<file path="src/hdl/pidc_pkg.sv">
package pidc_pkg;

  // field widths
  localparam int unsigned SAMPLE_W = 32;
  localparam int unsigned DRIVE_W  = 48;
  localparam int unsigned LIMIT_W  = 47;
  localparam int unsigned CLAMP_W  = 2;

  // apb register map, 8 bytes per register
  localparam int unsigned PADDR_W  = 6;
  localparam int unsigned PDATA_W  = 64;

  localparam logic [2:0] REG_PROP_GAIN   = 3'd0;
  localparam logic [2:0] REG_INTEG_GAIN  = 3'd1;
  localparam logic [2:0] REG_DERIV_GAIN  = 3'd2;
  localparam logic [2:0] REG_INTEG_EN    = 3'd3;
  localparam logic [2:0] REG_INTEG_HOLD  = 3'd4;
  localparam logic [2:0] REG_INTEG_LIMIT = 3'd5;

  // clamp status codes
  localparam logic [CLAMP_W-1:0] CLAMP_NONE = 2'd0;
  localparam logic [CLAMP_W-1:0] CLAMP_HIGH = 2'd1;
  localparam logic [CLAMP_W-1:0] CLAMP_LOW  = 2'd2;

  // one quotient bit per cycle: 33-bit difference magnitude plus 16 fraction bits
  localparam int unsigned DIV_STEPS = 49;

  typedef enum logic [3:0] {
    ST_IDLE,
    ST_CHECK,
    ST_DIV,
    ST_QSAT,
    ST_M0,
    ST_M1,
    ST_M2,
    ST_M3,
    ST_M4,
    ST_M5,
    ST_ISAT,
    ST_CLAMP,
    ST_SUM,
    ST_DONE
  } state_t;

  // magnitude of a signed 32-bit value, fits 32 bits unsigned
  function automatic logic [31:0] mag32(input logic signed [31:0] x);
    logic [31:0] r;
    r = x[31] ? (32'd0 - 32'(x)) : 32'(x);
    return r;
  endfunction

  // apply sign to a magnitude and saturate to signed q32.16
  function automatic logic signed [DRIVE_W-1:0] sat48(input logic [63:0] m, input logic neg);
    logic signed [DRIVE_W-1:0] r;
    if (neg) begin
      if (m > 64'h0000_8000_0000_0000) begin
        r = 48'sh8000_0000_0000;
      end else begin
        r = $signed(48'd0 - m[47:0]);
      end
    end else begin
      if (m > 64'h0000_7FFF_FFFF_FFFF) begin
        r = 48'sh7FFF_FFFF_FFFF;
      end else begin
        r = $signed(m[47:0]);
      end
    end
    return r;
  endfunction

endpackage

</file>
<file path="src/hdl/pidc_in_if.sv">
interface pidc_in_if;
  logic                                valid;
  logic                                ready;
  logic                                cmd;
  logic signed [pidc_pkg::SAMPLE_W-1:0] error_in;
  logic signed [pidc_pkg::SAMPLE_W-1:0] step_time;

  modport source (output valid, cmd, error_in, step_time, input ready);
  modport sink (input valid, cmd, error_in, step_time, output ready);
endinterface

</file>
<file path="src/hdl/pidc_out_if.sv">
interface pidc_out_if;
  logic                                valid;
  logic                                ready;
  logic signed [pidc_pkg::DRIVE_W-1:0]  drive;
  logic        [pidc_pkg::CLAMP_W-1:0]  clamp_status;
  logic                                stale;

  modport source (output valid, drive, clamp_status, stale, input ready);
  modport sink (input valid, drive, clamp_status, stale, output ready);
endinterface

</file>
<file path="src/hdl/pid_with_integrator_clamp_unit.sv">
// channel   direction  word
// sample    in         cmd, error_in (q16.16), step_time (q16.16)
// result    out        drive (q32.16), clamp_status, stale
// apb       in/out     gains, integrator enable/hold, integrator limit
//
// a control step uses the radix-2 restoring divider that forms the derivative
// and five passes through the shared 32x32 multiplier, plus the
// check/add/clamp/sum/load steps. the first sample after reset skips the divider;
// command reset and stale steps go from the check straight to the load.
// the next word is accepted the cycle after the result loads; a finished result
// waits in the output register while the next word is accepted, and a second result
// stalls until it drains. rst is synchronous.
module pid_with_integrator_clamp_unit (
  input  logic                           clk,
  input  logic                           rst,
  pidc_in_if.sink                        sample,
  pidc_out_if.source                     result,
  input  logic                           psel,
  input  logic                           penable,
  input  logic                           pwrite,
  input  logic [pidc_pkg::PADDR_W-1:0]   paddr,
  input  logic [pidc_pkg::PDATA_W-1:0]   pwdata,
  output logic [pidc_pkg::PDATA_W-1:0]   prdata,
  output logic                           pready
);

  // configuration registers
  logic signed [31:0]                  prop_gain;
  logic signed [31:0]                  integ_gain;
  logic signed [31:0]                  deriv_gain;
  logic                                integ_enable;
  logic                                integ_hold;
  logic [pidc_pkg::LIMIT_W-1:0]        integ_limit;

  // latched word
  logic                                cmd_q;
  logic signed [31:0]                  err_q;
  logic signed [31:0]                  dt_q;

  // controller state
  logic signed [31:0]                  last_error;
  logic signed [pidc_pkg::DRIVE_W-1:0] last_drive;
  logic signed [pidc_pkg::DRIVE_W-1:0] integral;
  logic                                first_sample;
  logic [pidc_pkg::CLAMP_W-1:0]        sat_state;

  // sequencer
  pidc_pkg::state_t                    state;
  pidc_pkg::state_t                    state_next;

  // work registers
  logic [30:0]                         rem;
  logic [48:0]                         num;
  logic [5:0]                          div_cnt;
  logic                                d_neg;
  logic [31:0]                         diff_mag;
  logic [63:0]                         prod;
  logic signed [pidc_pkg::DRIVE_W-1:0] p_term;
  logic signed [pidc_pkg::DRIVE_W-1:0] d_term;
  logic signed [pidc_pkg::DRIVE_W-1:0] i_term;
  logic [15:0]                         r1_hi;
  logic                                r1_neg;
  logic [79:0]                         acc;
  logic                                stale_q;

  // output register
  logic                                out_valid;
  logic signed [pidc_pkg::DRIVE_W-1:0] out_drive;
  logic [pidc_pkg::CLAMP_W-1:0]        out_clamp;
  logic                                out_stale;
  logic                                out_load;

  // combinational helpers
  logic [31:0]                         mul_a;
  logic [31:0]                         mul_b;
  logic [63:0]                         mul_out;
  logic                                dt_nonpos;
  logic signed [32:0]                  d_sub;
  logic [32:0]                         d_mag;
  logic [31:0]                         err_mag;
  logic [31:0]                         ki_mag;
  logic [31:0]                         rem_sh;
  logic                                q_bit;
  logic [47:0]                         prod_m;
  logic signed [48:0]                  sum49;
  logic signed [48:0]                  lim49;
  logic signed [48:0]                  nlim49;
  logic signed [49:0]                  drive_sum;
  logic                                cfg_wr;

  // apb port
  assign pready = 1'b1;
  assign cfg_wr = psel && penable && pwrite;

  always_ff @(posedge clk) begin
    if (rst) begin
      prop_gain    <= '0;
      integ_gain   <= '0;
      deriv_gain   <= '0;
      integ_enable <= 1'b0;
      integ_hold   <= 1'b0;
      integ_limit  <= '0;
    end else if (cfg_wr) begin
      case (paddr[5:3])
        pidc_pkg::REG_PROP_GAIN:   prop_gain    <= $signed(pwdata[31:0]);
        pidc_pkg::REG_INTEG_GAIN:  integ_gain   <= $signed(pwdata[31:0]);
        pidc_pkg::REG_DERIV_GAIN:  deriv_gain   <= $signed(pwdata[31:0]);
        pidc_pkg::REG_INTEG_EN:    integ_enable <= pwdata[0];
        pidc_pkg::REG_INTEG_HOLD:  integ_hold   <= pwdata[0];
        pidc_pkg::REG_INTEG_LIMIT: integ_limit  <= pwdata[pidc_pkg::LIMIT_W-1:0];
        default: ;
      endcase
    end
  end

  // register readback
  always_comb begin
    case (paddr[5:3])
      pidc_pkg::REG_PROP_GAIN:   prdata = {32'd0, prop_gain};
      pidc_pkg::REG_INTEG_GAIN:  prdata = {32'd0, integ_gain};
      pidc_pkg::REG_DERIV_GAIN:  prdata = {32'd0, deriv_gain};
      pidc_pkg::REG_INTEG_EN:    prdata = {63'd0, integ_enable};
      pidc_pkg::REG_INTEG_HOLD:  prdata = {63'd0, integ_hold};
      pidc_pkg::REG_INTEG_LIMIT: prdata = {17'd0, integ_limit};
      default:                   prdata = '0;
    endcase
  end

  // word capture
  always_ff @(posedge clk) begin
    if (sample.valid && sample.ready) begin
      cmd_q <= sample.cmd;
      err_q <= sample.error_in;
      dt_q  <= sample.step_time;
    end
  end

  // decode helpers
  assign dt_nonpos = dt_q[31] || (dt_q == '0);
  assign d_sub     = {err_q[31], err_q} - {last_error[31], last_error};
  assign d_mag     = d_sub[32] ? (33'd0 - 33'(d_sub)) : 33'(d_sub);
  assign err_mag   = pidc_pkg::mag32(err_q);
  assign ki_mag    = pidc_pkg::mag32(integ_gain);

  // divider step
  assign rem_sh = {rem, num[48]};
  assign q_bit  = (rem_sh >= 32'(dt_q));

  // shared multiplier
  assign mul_out = mul_a * mul_b;
  assign prod_m  = prod[63:16];

  // state register
  always_ff @(posedge clk) begin
    if (rst) begin
      state <= pidc_pkg::ST_IDLE;
    end else begin
      state <= state_next;
    end
  end

  assign sample.ready = (state == pidc_pkg::ST_IDLE);

  // next state and multiplier operands
  always_comb begin
    state_next = state;
    mul_a      = '0;
    mul_b      = '0;
    out_load   = 1'b0;
    case (state)
      pidc_pkg::ST_IDLE: begin
        if (sample.valid) state_next = pidc_pkg::ST_CHECK;
      end
      pidc_pkg::ST_CHECK: begin
        if (cmd_q || dt_nonpos) begin
          state_next = pidc_pkg::ST_DONE;
        end else if (first_sample) begin
          state_next = pidc_pkg::ST_M0;
        end else begin
          state_next = pidc_pkg::ST_DIV;
        end
      end
      pidc_pkg::ST_DIV: begin
        if (div_cnt == 6'(pidc_pkg::DIV_STEPS - 1)) state_next = pidc_pkg::ST_QSAT;
      end
      pidc_pkg::ST_QSAT: state_next = pidc_pkg::ST_M0;
      pidc_pkg::ST_M0: begin
        mul_a      = err_mag;
        mul_b      = pidc_pkg::mag32(prop_gain);
        state_next = pidc_pkg::ST_M1;
      end
      pidc_pkg::ST_M1: begin
        mul_a      = diff_mag;
        mul_b      = pidc_pkg::mag32(deriv_gain);
        state_next = pidc_pkg::ST_M2;
      end
      pidc_pkg::ST_M2: begin
        mul_a      = err_mag;
        mul_b      = 32'(dt_q);
        state_next = pidc_pkg::ST_M3;
      end
      pidc_pkg::ST_M3: begin
        mul_a      = prod[47:16];
        mul_b      = ki_mag;
        state_next = pidc_pkg::ST_M4;
      end
      pidc_pkg::ST_M4: begin
        mul_a      = {16'd0, r1_hi};
        mul_b      = ki_mag;
        state_next = pidc_pkg::ST_M5;
      end
      pidc_pkg::ST_M5:    state_next = pidc_pkg::ST_ISAT;
      pidc_pkg::ST_ISAT:  state_next = pidc_pkg::ST_CLAMP;
      pidc_pkg::ST_CLAMP: state_next = pidc_pkg::ST_SUM;
      pidc_pkg::ST_SUM:   state_next = pidc_pkg::ST_DONE;
      pidc_pkg::ST_DONE: begin
        if (!out_valid || result.ready) begin
          out_load   = 1'b1;
          state_next = pidc_pkg::ST_IDLE;
        end
      end
      default: state_next = pidc_pkg::ST_IDLE;
    endcase
  end

  // datapath work registers
  always_ff @(posedge clk) begin
    prod <= mul_out;
    case (state)
      pidc_pkg::ST_CHECK: begin
        num      <= {d_mag, 16'd0};
        rem      <= '0;
        div_cnt  <= '0;
        d_neg    <= d_sub[32];
        diff_mag <= '0;
        stale_q  <= !cmd_q && dt_nonpos;
      end
      pidc_pkg::ST_DIV: begin
        rem     <= q_bit ? 31'(rem_sh - 32'(dt_q)) : rem_sh[30:0];
        num     <= {num[47:0], q_bit};
        div_cnt <= div_cnt + 6'd1;
      end
      pidc_pkg::ST_QSAT: begin
        // quotient saturates to the q16.16 range
        if (num > 49'h0_0000_7FFF_FFFF) begin
          diff_mag <= d_neg ? 32'h8000_0000 : 32'h7FFF_FFFF;
        end else begin
          diff_mag <= num[31:0];
        end
      end
      pidc_pkg::ST_M1: begin
        p_term <= pidc_pkg::sat48({16'd0, prod_m},
                                  (err_q[31] != prop_gain[31]) && (prod_m != '0));
      end
      pidc_pkg::ST_M2: begin
        d_term <= pidc_pkg::sat48({16'd0, prod_m},
                                  (d_neg != deriv_gain[31]) && (prod_m != '0));
      end
      pidc_pkg::ST_M3: begin
        // e*dt stays below 2^62, keep its upper bits for the second pass
        r1_hi  <= prod[63:48];
        r1_neg <= err_q[31] && (prod_m != '0);
      end
      pidc_pkg::ST_M4: acc <= {16'd0, prod};
      pidc_pkg::ST_M5: acc <= acc + {prod[47:0], 32'd0};
      pidc_pkg::ST_ISAT: begin
        i_term <= pidc_pkg::sat48(acc[79:16],
                                  (r1_neg != integ_gain[31]) && (acc[79:16] != '0));
      end
      default: ;
    endcase
  end

  // integrator clamp and drive sum
  assign sum49     = {integral[47], integral} + {i_term[47], i_term};
  assign lim49     = $signed({2'b00, integ_limit});
  assign nlim49    = 49'sd0 - lim49;
  assign drive_sum = {{2{p_term[47]}}, p_term} + {{2{integral[47]}}, integral}
                   + {{2{d_term[47]}}, d_term};

  // controller state update
  always_ff @(posedge clk) begin
    if (rst) begin
      last_error   <= '0;
      last_drive   <= '0;
      integral     <= '0;
      first_sample <= 1'b1;
      sat_state    <= pidc_pkg::CLAMP_NONE;
    end else begin
      case (state)
        pidc_pkg::ST_CHECK: begin
          if (cmd_q) begin
            last_error   <= '0;
            last_drive   <= '0;
            integral     <= '0;
            first_sample <= 1'b1;
            sat_state    <= pidc_pkg::CLAMP_NONE;
          end else if (!dt_nonpos) begin
            first_sample <= 1'b0;
          end
        end
        pidc_pkg::ST_CLAMP: begin
          last_error <= err_q;
          if (!integ_enable) begin
            integral <= '0;
          end else if (!integ_hold) begin
            if (sum49 > lim49) begin
              integral  <= lim49[47:0];
              sat_state <= pidc_pkg::CLAMP_HIGH;
            end else if (sum49 < nlim49) begin
              integral  <= nlim49[47:0];
              sat_state <= pidc_pkg::CLAMP_LOW;
            end else begin
              integral  <= sum49[47:0];
              sat_state <= pidc_pkg::CLAMP_NONE;
            end
          end
        end
        pidc_pkg::ST_SUM: begin
          if (drive_sum[49:47] == 3'b000 || drive_sum[49:47] == 3'b111) begin
            last_drive <= drive_sum[47:0];
          end else begin
            last_drive <= drive_sum[49] ? 48'sh8000_0000_0000 : 48'sh7FFF_FFFF_FFFF;
          end
        end
        default: ;
      endcase
    end
  end

  // output register
  always_ff @(posedge clk) begin
    if (rst) begin
      out_valid <= 1'b0;
    end else if (out_load) begin
      out_valid <= 1'b1;
    end else if (result.ready) begin
      out_valid <= 1'b0;
    end
  end

  always_ff @(posedge clk) begin
    if (out_load) begin
      out_drive <= last_drive;
      out_clamp <= sat_state;
      out_stale <= stale_q;
    end
  end

  assign result.valid        = out_valid;
  assign result.drive        = out_drive;
  assign result.clamp_status = out_clamp;
  assign result.stale        = out_stale;

`ifndef SYNTH
  // a word keeps the block busy for at least the next cycle
  a_busy_after_accept: assert property (@(posedge clk) disable iff (rst)
    (sample.valid && sample.ready) |=> !sample.ready)
    else $error("input accepted while previous word still in progress");

  // an active integrator update lands inside the clamp bounds
  a_integral_bounded: assert property (@(posedge clk) disable iff (rst)
    (state == pidc_pkg::ST_CLAMP && integ_enable && !integ_hold) |=>
      (integral <= $signed({1'b0, integ_limit}) &&
       integral >= 48'sd0 - $signed({1'b0, integ_limit})))
    else $error("integral outside clamp bounds after update");

  // command reset returns the controller state to its reset values
  a_cmd_reset: assert property (@(posedge clk) disable iff (rst)
    (state == pidc_pkg::ST_CHECK && cmd_q) |=>
      (first_sample && integral == '0 && last_drive == '0 &&
       sat_state == pidc_pkg::CLAMP_NONE))
    else $error("command reset did not clear controller state");
`endif

endmodule
</file>
<file path="src/flat_wrapper.sv">
// flat-port wrapper written by rule: the top's interface ports become plain ports
module pid_with_integrator_clamp_unit_flat 
  (clk, rst, psel, penable, pwrite, paddr, pwdata, prdata, pready, sample_valid, sample_cmd, sample_error_in, sample_step_time, sample_ready, result_valid, result_drive, result_clamp_status, result_stale, result_ready);
  pidc_in_if sample_i ();
  pidc_out_if result_i ();
  input  logic clk;
  input  logic rst;
  input  logic psel;
  input  logic penable;
  input  logic pwrite;
  input  logic [pidc_pkg::PADDR_W-1:0] paddr;
  input  logic [pidc_pkg::PDATA_W-1:0] pwdata;
  output logic [pidc_pkg::PDATA_W-1:0] prdata;
  output logic pready;
  input wire logic [$bits(sample_i.valid)-1:0] sample_valid;
  input wire logic [$bits(sample_i.cmd)-1:0] sample_cmd;
  input wire logic [$bits(sample_i.error_in)-1:0] sample_error_in;
  input wire logic [$bits(sample_i.step_time)-1:0] sample_step_time;
  output wire logic [$bits(sample_i.ready)-1:0] sample_ready;
  output wire logic [$bits(result_i.valid)-1:0] result_valid;
  output wire logic [$bits(result_i.drive)-1:0] result_drive;
  output wire logic [$bits(result_i.clamp_status)-1:0] result_clamp_status;
  output wire logic [$bits(result_i.stale)-1:0] result_stale;
  input wire logic [$bits(result_i.ready)-1:0] result_ready;
  assign sample_i.valid = sample_valid;
  assign sample_i.cmd = sample_cmd;
  assign sample_i.error_in = sample_error_in;
  assign sample_i.step_time = sample_step_time;
  assign sample_ready = sample_i.ready;
  assign result_valid = result_i.valid;
  assign result_drive = result_i.drive;
  assign result_clamp_status = result_i.clamp_status;
  assign result_stale = result_i.stale;
  assign result_i.ready = result_ready;
  pid_with_integrator_clamp_unit u_core (.clk(clk), .rst(rst), .sample(sample_i), .result(result_i), .psel(psel), .penable(penable), .pwrite(pwrite), .paddr(paddr), .pwdata(pwdata), .prdata(prdata), .pready(pready));
endmodule
</file>
<file path="config.mk">
export PLATFORM = sky130hd
export DESIGN_NAME = pid_with_integrator_clamp_unit_flat
export DESIGN_NICKNAME = d
export VERILOG_FILES = /design/src/hdl/pidc_pkg.sv /design/src/hdl/pidc_in_if.sv /design/src/hdl/pidc_out_if.sv /design/src/hdl/pid_with_integrator_clamp_unit.sv /design/src/flat_wrapper.sv
export SDC_FILE = /design/constraint.sdc
export NUM_CORES = 2
export LEC_CHECK = 0
export BUFFER_PORTS_ARGS = -buffer_cell sky130_fd_sc_hd__buf_4
export CAP_MARGIN = 0
export CORE_MARGIN = 4
export CORE_UTILIZATION = 60
export CTS_CLUSTER_DIAMETER = 60
export DETAILED_ROUTE_END_ITERATION = 12
export PLACE_DENSITY = 0.77
export SLEW_MARGIN = 15
export SYNTH_ARGS = -nofsm -noshare
export SYNTH_HDL_FRONTEND = slang
export SYNTH_SLANG_ARGS = --single-unit
</file>
<file path="constraint.sdc">
create_clock -name clk -period 13.3 [get_ports clk]
set_input_delay 1.33 -clock clk [delete_from_list [all_inputs] [get_ports clk]]
set_output_delay 1.33 -clock clk [all_outputs]
set_load 0.05 [all_outputs]
</file>
# Word-level counts from Yosys, hierarchy flattened
# Cells that the tools add are included.
[totals]
reg_bits = 822
word_cells = 179
output_inout_bits = 118
[op_classes]
add_sub_neg = 15
reduce_logical = 40
n_lt_le_gt_ge = 8
mul = 1
n_eq_ne = 31
muxes = 52
[ops]
columns = ["operator", "count"]
rows = [
  ["$mux 48", 14],
  ["$pmux 47 s6", 1],
  ["$pmux 32 s4", 2],
  ["$mux 32", 7],
  ["$pmux 48 s2", 2],
  ["$pmux 80 s2", 1],
  ["$pmux 32 s2", 2],
  ["$sub 1x32->32 const A", 4],
  ["$add 48x48->49", 2],
  ["$pmux 49 s2", 1],
  ["$sub 1x48->48 const A", 2],
  ["$add 80x80->80", 1],
  ["$gt 64x47->1 const B", 1],
  ["$gt 64x48->1 const B", 1],
  ["$mul 32x32->64", 1],
  ["$reduce_bool 64->1", 1],
  ["$pmux 31 s2", 1],
  ["$pmux 4 s14", 1],
  ["$add 50x50->50", 1],
  ["$gt 49x31->1 const B", 1],
  ["$gt 49x48->1", 1],
  ["$lt 49x49->1", 1],
  ["$gt 48x47->1 const B", 1],
  ["$gt 48x48->1 const B", 1],
  ["other kinds (38)", 96],
]

# Logic depth before layout (Yosys ltp)
[depth]
depth_word = 7
depth_mapped = 40

# Least setup slack after synthesis
# OpenSTA, ideal clock, no wires.
[synth_path]
path_type = "register to register"
from = "reg u_core.state[2]"
to = "reg u_core.prod[59]"
path_buffers = 5
arrival_time_ns = 10.551
required_time_ns = 13.180
slack_ns = 2.629
path_stages_with_launch = 34
period_less_slack_ns = 10.671
cell_sequence = "dfxtp_1 clkbuf_1 nand2_1 nor3_1 clkbuf_1 clkbuf_1 a21oi_1 o21ai_1 clkbuf_1 nand2_1 fa_1 inv_1 fa_1 inv_1 fa_1 fa_1 inv_1 fa_1 fa_1 fa_1 inv_1 fa_1 inv_1 ha_1 clkbuf_1 nand4_1 or4b_2 nor3_1 nor4b_1 o21ai_0 a31oi_1 o31ai_1 a21boi_0 xnor2_1"
[synth_between]
elab_chain_len = 4
word_cells_on_any_way = 10
[synth_rtl]
columns = ["element", "line_no", "source"]
rows = [
  ["from (decl)", "pid_with_integrator_clamp_unit.sv:48", "pidc_pkg::state_t state;"],
  ["from (signal assigned)", "pid_with_integrator_clamp_unit.sv:156", "state <= pidc_pkg::ST_IDLE;"],
  ["from (signal assigned)", "pid_with_integrator_clamp_unit.sv:158", "state <= state_next;"],
  ["$eq 4x3->1 / $eq 4x4->1 (equally long branches)", "pid_with_integrator_clamp_unit.sv:170", "case (state)"],
  ["$reduce_or 2->1 (no line)", "-", ""],
  ["$pmux 32 s4", "pid_with_integrator_clamp_unit.sv:170", ""],
  ["$mul 32x32->64 *", "pid_with_integrator_clamp_unit.sv:150", "assign mul_out = mul_a * mul_b;"],
  ["via u_core.mul_out[59]", "pid_with_integrator_clamp_unit.sv:76", "logic [63:0] mul_out;"],
  ["to (signal assigned)", "pid_with_integrator_clamp_unit.sv:228", "prod <= mul_out;"],
  ["to (decl)", "pid_with_integrator_clamp_unit.sv:57", "logic [63:0] prod;"],
]
# Mark *: on every way through the listed nets, which the timed path passes. The rest lies on a longest branch.
# A chain may end at the register's enable or synchronous reset.

# Final worst setup path
[layout_path]
from = "reg u_core.state[3]"
to = "reg u_core.prod[59]"
# The elaborated chain is that of the path after synthesis.

==> key figures <==
Clock network
  – Cts bufs inserted: slightly below 100
  – CTS root buffer: clkbuf_16
  – Clock sinks: slightly above 800
  – CTS resizes: 0
  – Post-CTS Repair Setup Buffers: 0
  – Longest Clk Path Bufs: 3
  – Hold buffers post-CTS: 0
  – CTS tree: done
  – Clock-pin slew on the worst setup and hold paths: 60 ps
  – H-tree levels: 3
  – Worst-Skew Late Latency: around 770 ps

Critical path
  – CP peak stage delay: between 800 and 900 ps
  – Crit. End Element: flip-flop
  – Worst Setup EP: u_core.prod[59]$_DFF_P_
  – Worst reg-to-reg path cell count: 32
  – CP Data Required Time: 13930 ps
  – Worst Setup Path Type: flip-flop to flip-flop
  – CP max FO: 38
  – Crit path top cell by count: fa_1
  – Critical Path Source Type: flip-flop
  – RR Startpoint: u_core.state[3]$_SDFFE_PP0P_
  – Slowest CP cell: o21a_1
  – Worst R2R Setup Slack: 1230 ps
  – Reg2reg end: u_core.prod[59]$_DFF_P_
  – Data arrival, critical path: 12700 ps
  – Crit. Startpoint: u_core.state[3]$_SDFFE_PP0P_

Placement
  – DP HPWL: between 200000 and 250000 µm
  – Gpl congestion: ~1.0
  – Port-buffer cells: approximately 220

Synthesis
  – Largest family of logic cells by synthesized area: adder cells
  – Syn_area_per_cell: between 8 and 9 µm²
  – Leading area contributor after synthesis: fa_1
  – Main synth FF type: edfxtp_1
  – Post-synthesis sequential element count: 806
  – Post-synth EDFFs: about 460
  – Simple-gate portion of the synthesized area: 0.170
  – Cells after synthesis: between 10000 and 15000
  – Mux contribution to synthesized area: 0.00609
  – Area share of the largest cell type after synthesis: 0.206
  – Synth warn: 0
  – Post-synthesis sequential area ratio: 0.236
  – Synth area leaders: fa_1 (21%), edfxtp_1 (16%), ha_1 (8.9%), dfxtp_1 (7.9%), nand2_1 (5.9%)
  – XOR/XNOR share of the synthesized area: 0.0459
  – Synth Cell Area: approximately 0.09 mm²
  – Ys async rst share: 0
  – Synth Area in Compound Gates: 0.166
  – Synth Area in Adders: 0.295
  – Yosys cell types: roughly 110

Min path
  – Worst Min Path Start: u_core.last_drive[38]$_SDFFE_PP0P_
  – Hold crit path type: flip-flop to flip-flop

Route
  – Vias per cell: approximately 6.4
  – Drt wl/cell: 25.7 µm
  – Antenna-violating nets left: 0
  – Routed WL: about 310000 µm
  – Initial drt markers: between 8000 and 9000
  – First-pass detailed-route iteration total: 6
  – Vias: between 70000 and 80000
  – Drc violations: 0

Global route
  – First-pass GRT wire length: 470000 µm
  – Largest net degree at the start of global routing: 97
  – Antenna violations before repair: 20
  – GRT Util Overall: 0.409
  – Number of global-route vias before repair: roughly 77000
  – Grt total ovfl: 0

Timing
  – Max Fclk: just over 0.08 GHz
  – Final hold viol count: 0
  – Crit share post-route: 0.908
  – Worst-margin pin slew: roughly 1200 ps
  – Slew Limit Fails: 0
  – Final Setup Violations: 0
  – RSZ-0062 raised after global routing: no
  – Setup TNS Final: 0 ps
  – Slew HR: 0.193
  – Clock period minus worst slack: around 12000 ps
  – Clock skew: 80.9 ps

Floorplan
  – Rows: 140
  – Die Ht: between 300 and 400 µm
  – Core area: 0.146 mm²
  – Die footprint: around 0.15 mm²
  – Ports: 260
  – Starting Density: 0.603
  – Chip Width: between 300 and 400 µm

Power and ir drop
  – PD cells: ~160 mW/mm²
  – Maximum vdd drop: 274 µV
  – LEAKAGE: about 41 nW

Finish
  – Fill cell count: about 12000
  – Area grow syn2layout: 8.04%
  – Layout cells sized above 1: 0.0700
  – Nets@finish: 11900
  – Final core occ: 0.651

Outcome
  – Outcome: complete, no violations

Job
  – Max cap viols: 0
## critical path: cells and delay by family (launching register included)
family	cells	cell delay [ps]
AO/OA/AOI/OAI	7	3510
buffers and inverters	9	1520
AND/OR/NAND/NOR	6	1540
adder cells (fa/ha/maj)	9	4480
flip-flops	1	680
XOR/XNOR	1	170
## how the worst min path moves through the flow
stage / end / slack [ps] / cells past startpoint
6_report: u_core.result.drive[38]$_DFFE_PP_ / 430 / 0
5_1_grt: u_core.result.drive[38]$_DFFE_PP_ / 440 / 0
4_1_cts: u_core.result.drive[38]$_DFFE_PP_ / 410 / 0
3_3_place_gp: u_core.result.drive[16]$_DFFE_PP_ / 410 / 0
2_1_floorplan: u_core.result.stale$_DFFE_PP_ / 400 / 0
3_5_place_dp: u_core.result.drive[1]$_DFFE_PP_ / 410 / 0
## routing by layer
| layer | global-route usage | wire length (µm) | vias up |
|---|---|---|---|
| met3 | 0.102 | 34800 | 1160 |
| met5 | 0 | 34 | - |
| li1 | - | - | 34800 |
| met2 | 0.615 | 136000 | 4522 |
| met1 | 0.510 | 115000 | 37800 |
| met4 | 0.306 | 29500 | 4 |
## per-stage QoR
step | hold slack, ps | instances | area [µm²] | power, mW | setup WS (ps)
2_1_floorplan | 400 | 10300 | 87800 | 8.99 | 2630
3_3_place_gp | 414 | 12000 | 91400 | 11.5 | 1640
3_5_place_dp | 413 | 12000 | 91400 | 11.7 | 1470
4_1_cts | 414 | 12200 | 94800 | 14.5 | 1460
5_1_grt | 438 | 12200 | 94800 | 15.5 | 820
6_report | 425 | 12200 | 94800 | 14.8 | 1230
## power by group
group          switching [mW]  internal, mW  leakage [nW]  total [mW]
Combinational            5.54          2.48          32.6        8.01
Clock                    1.20          1.60          1.64        2.80
Sequential              0.501          3.45          7.10        3.95
Total                    7.23          7.53          41.3        14.8
## layout by cell type (no fill, tap or decap), types with 29 or more instances in the layout
cell	instances
nor4_1	60
inv_1	1266
or4_1	42
and3_1	64
clkbuf_16	100
a21oi_1	644
a211oi_1	64
fa_1	902
xor2_1	215
xnor2_1	243
nor2b_1	56
ha_1	624
mux2i_1	49
nand4_1	88
dfxtp_1	345
o21bai_1	53
o31ai_1	65
a21o_1	165
o311ai_0	66
nand2_1	1366
nand2b_1	72
nor3_1	148
nand3_1	196
and2_1	67
nor2_1	928
or3_1	84
o211ai_1	46
a22oi_1	93
edfxtp_1	461
buf_4	417
o21a_1	118
a31oi_1	103
o22ai_1	29
o41ai_1	31
or2_2	34
o21ai_0	421
## cell families after synthesis
kind of cell,Yosys count
AND/OR/NAND/NOR,3324
flip-flops,806
multiplexers,53
buffers and inverters,1843
other,2
adder cells (fa/ha/maj),1526
AO/OA/AOI/OAI,2248
XOR/XNOR,459
## Yosys cell counts (119+ instances only)
library cell,n
nand3_1,197
ha_1,624
xnor2_1,243
edfxtp_1,461
nor2_1,935
nand2_1,1369
a21oi_1,645
nor3_1,156
o21ai_0,437
o21a_1,119
inv_1,1267
a21o_1,165
dfxtp_1,345
xor2_1,215
fa_1,902
clkbuf_1,496
## flip-flops by register name, indices dropped and copies added (netlist names), 47 cells and up
signal	cells
u_core.prod	64
u_core.i_term	48
u_core.d_term	48
u_core.last_drive	48
u_core.integ_limit	47
u_core.num	49
u_core.result.drive	48
u_core.acc	64
u_core.p_term	48
u_core.integral	48
## area by class of cell
| type | count | area (µm²) | share of cell area |
|---|---|---|---|
| Multi-Input combinational cell | 7628 | 60300 | 0.636 |
| Timing Repair Buffer | 419 | 3160 | 0.0334 |
| Sequential cell | 806 | 20700 | 0.219 |
| Antenna cell | 13 | 32.5 | 0.000343 |
| Inverter | 1269 | 4760 | 0.0502 |
| Tap cell | 1917 | 2400 | 0.0253 |
| Clock inverter | 62 | 703 | 0.00742 |
| Clock buffer | 124 | 2660 | 0.0281 |
Note: power is estimated with default switching activity, not from simulation.
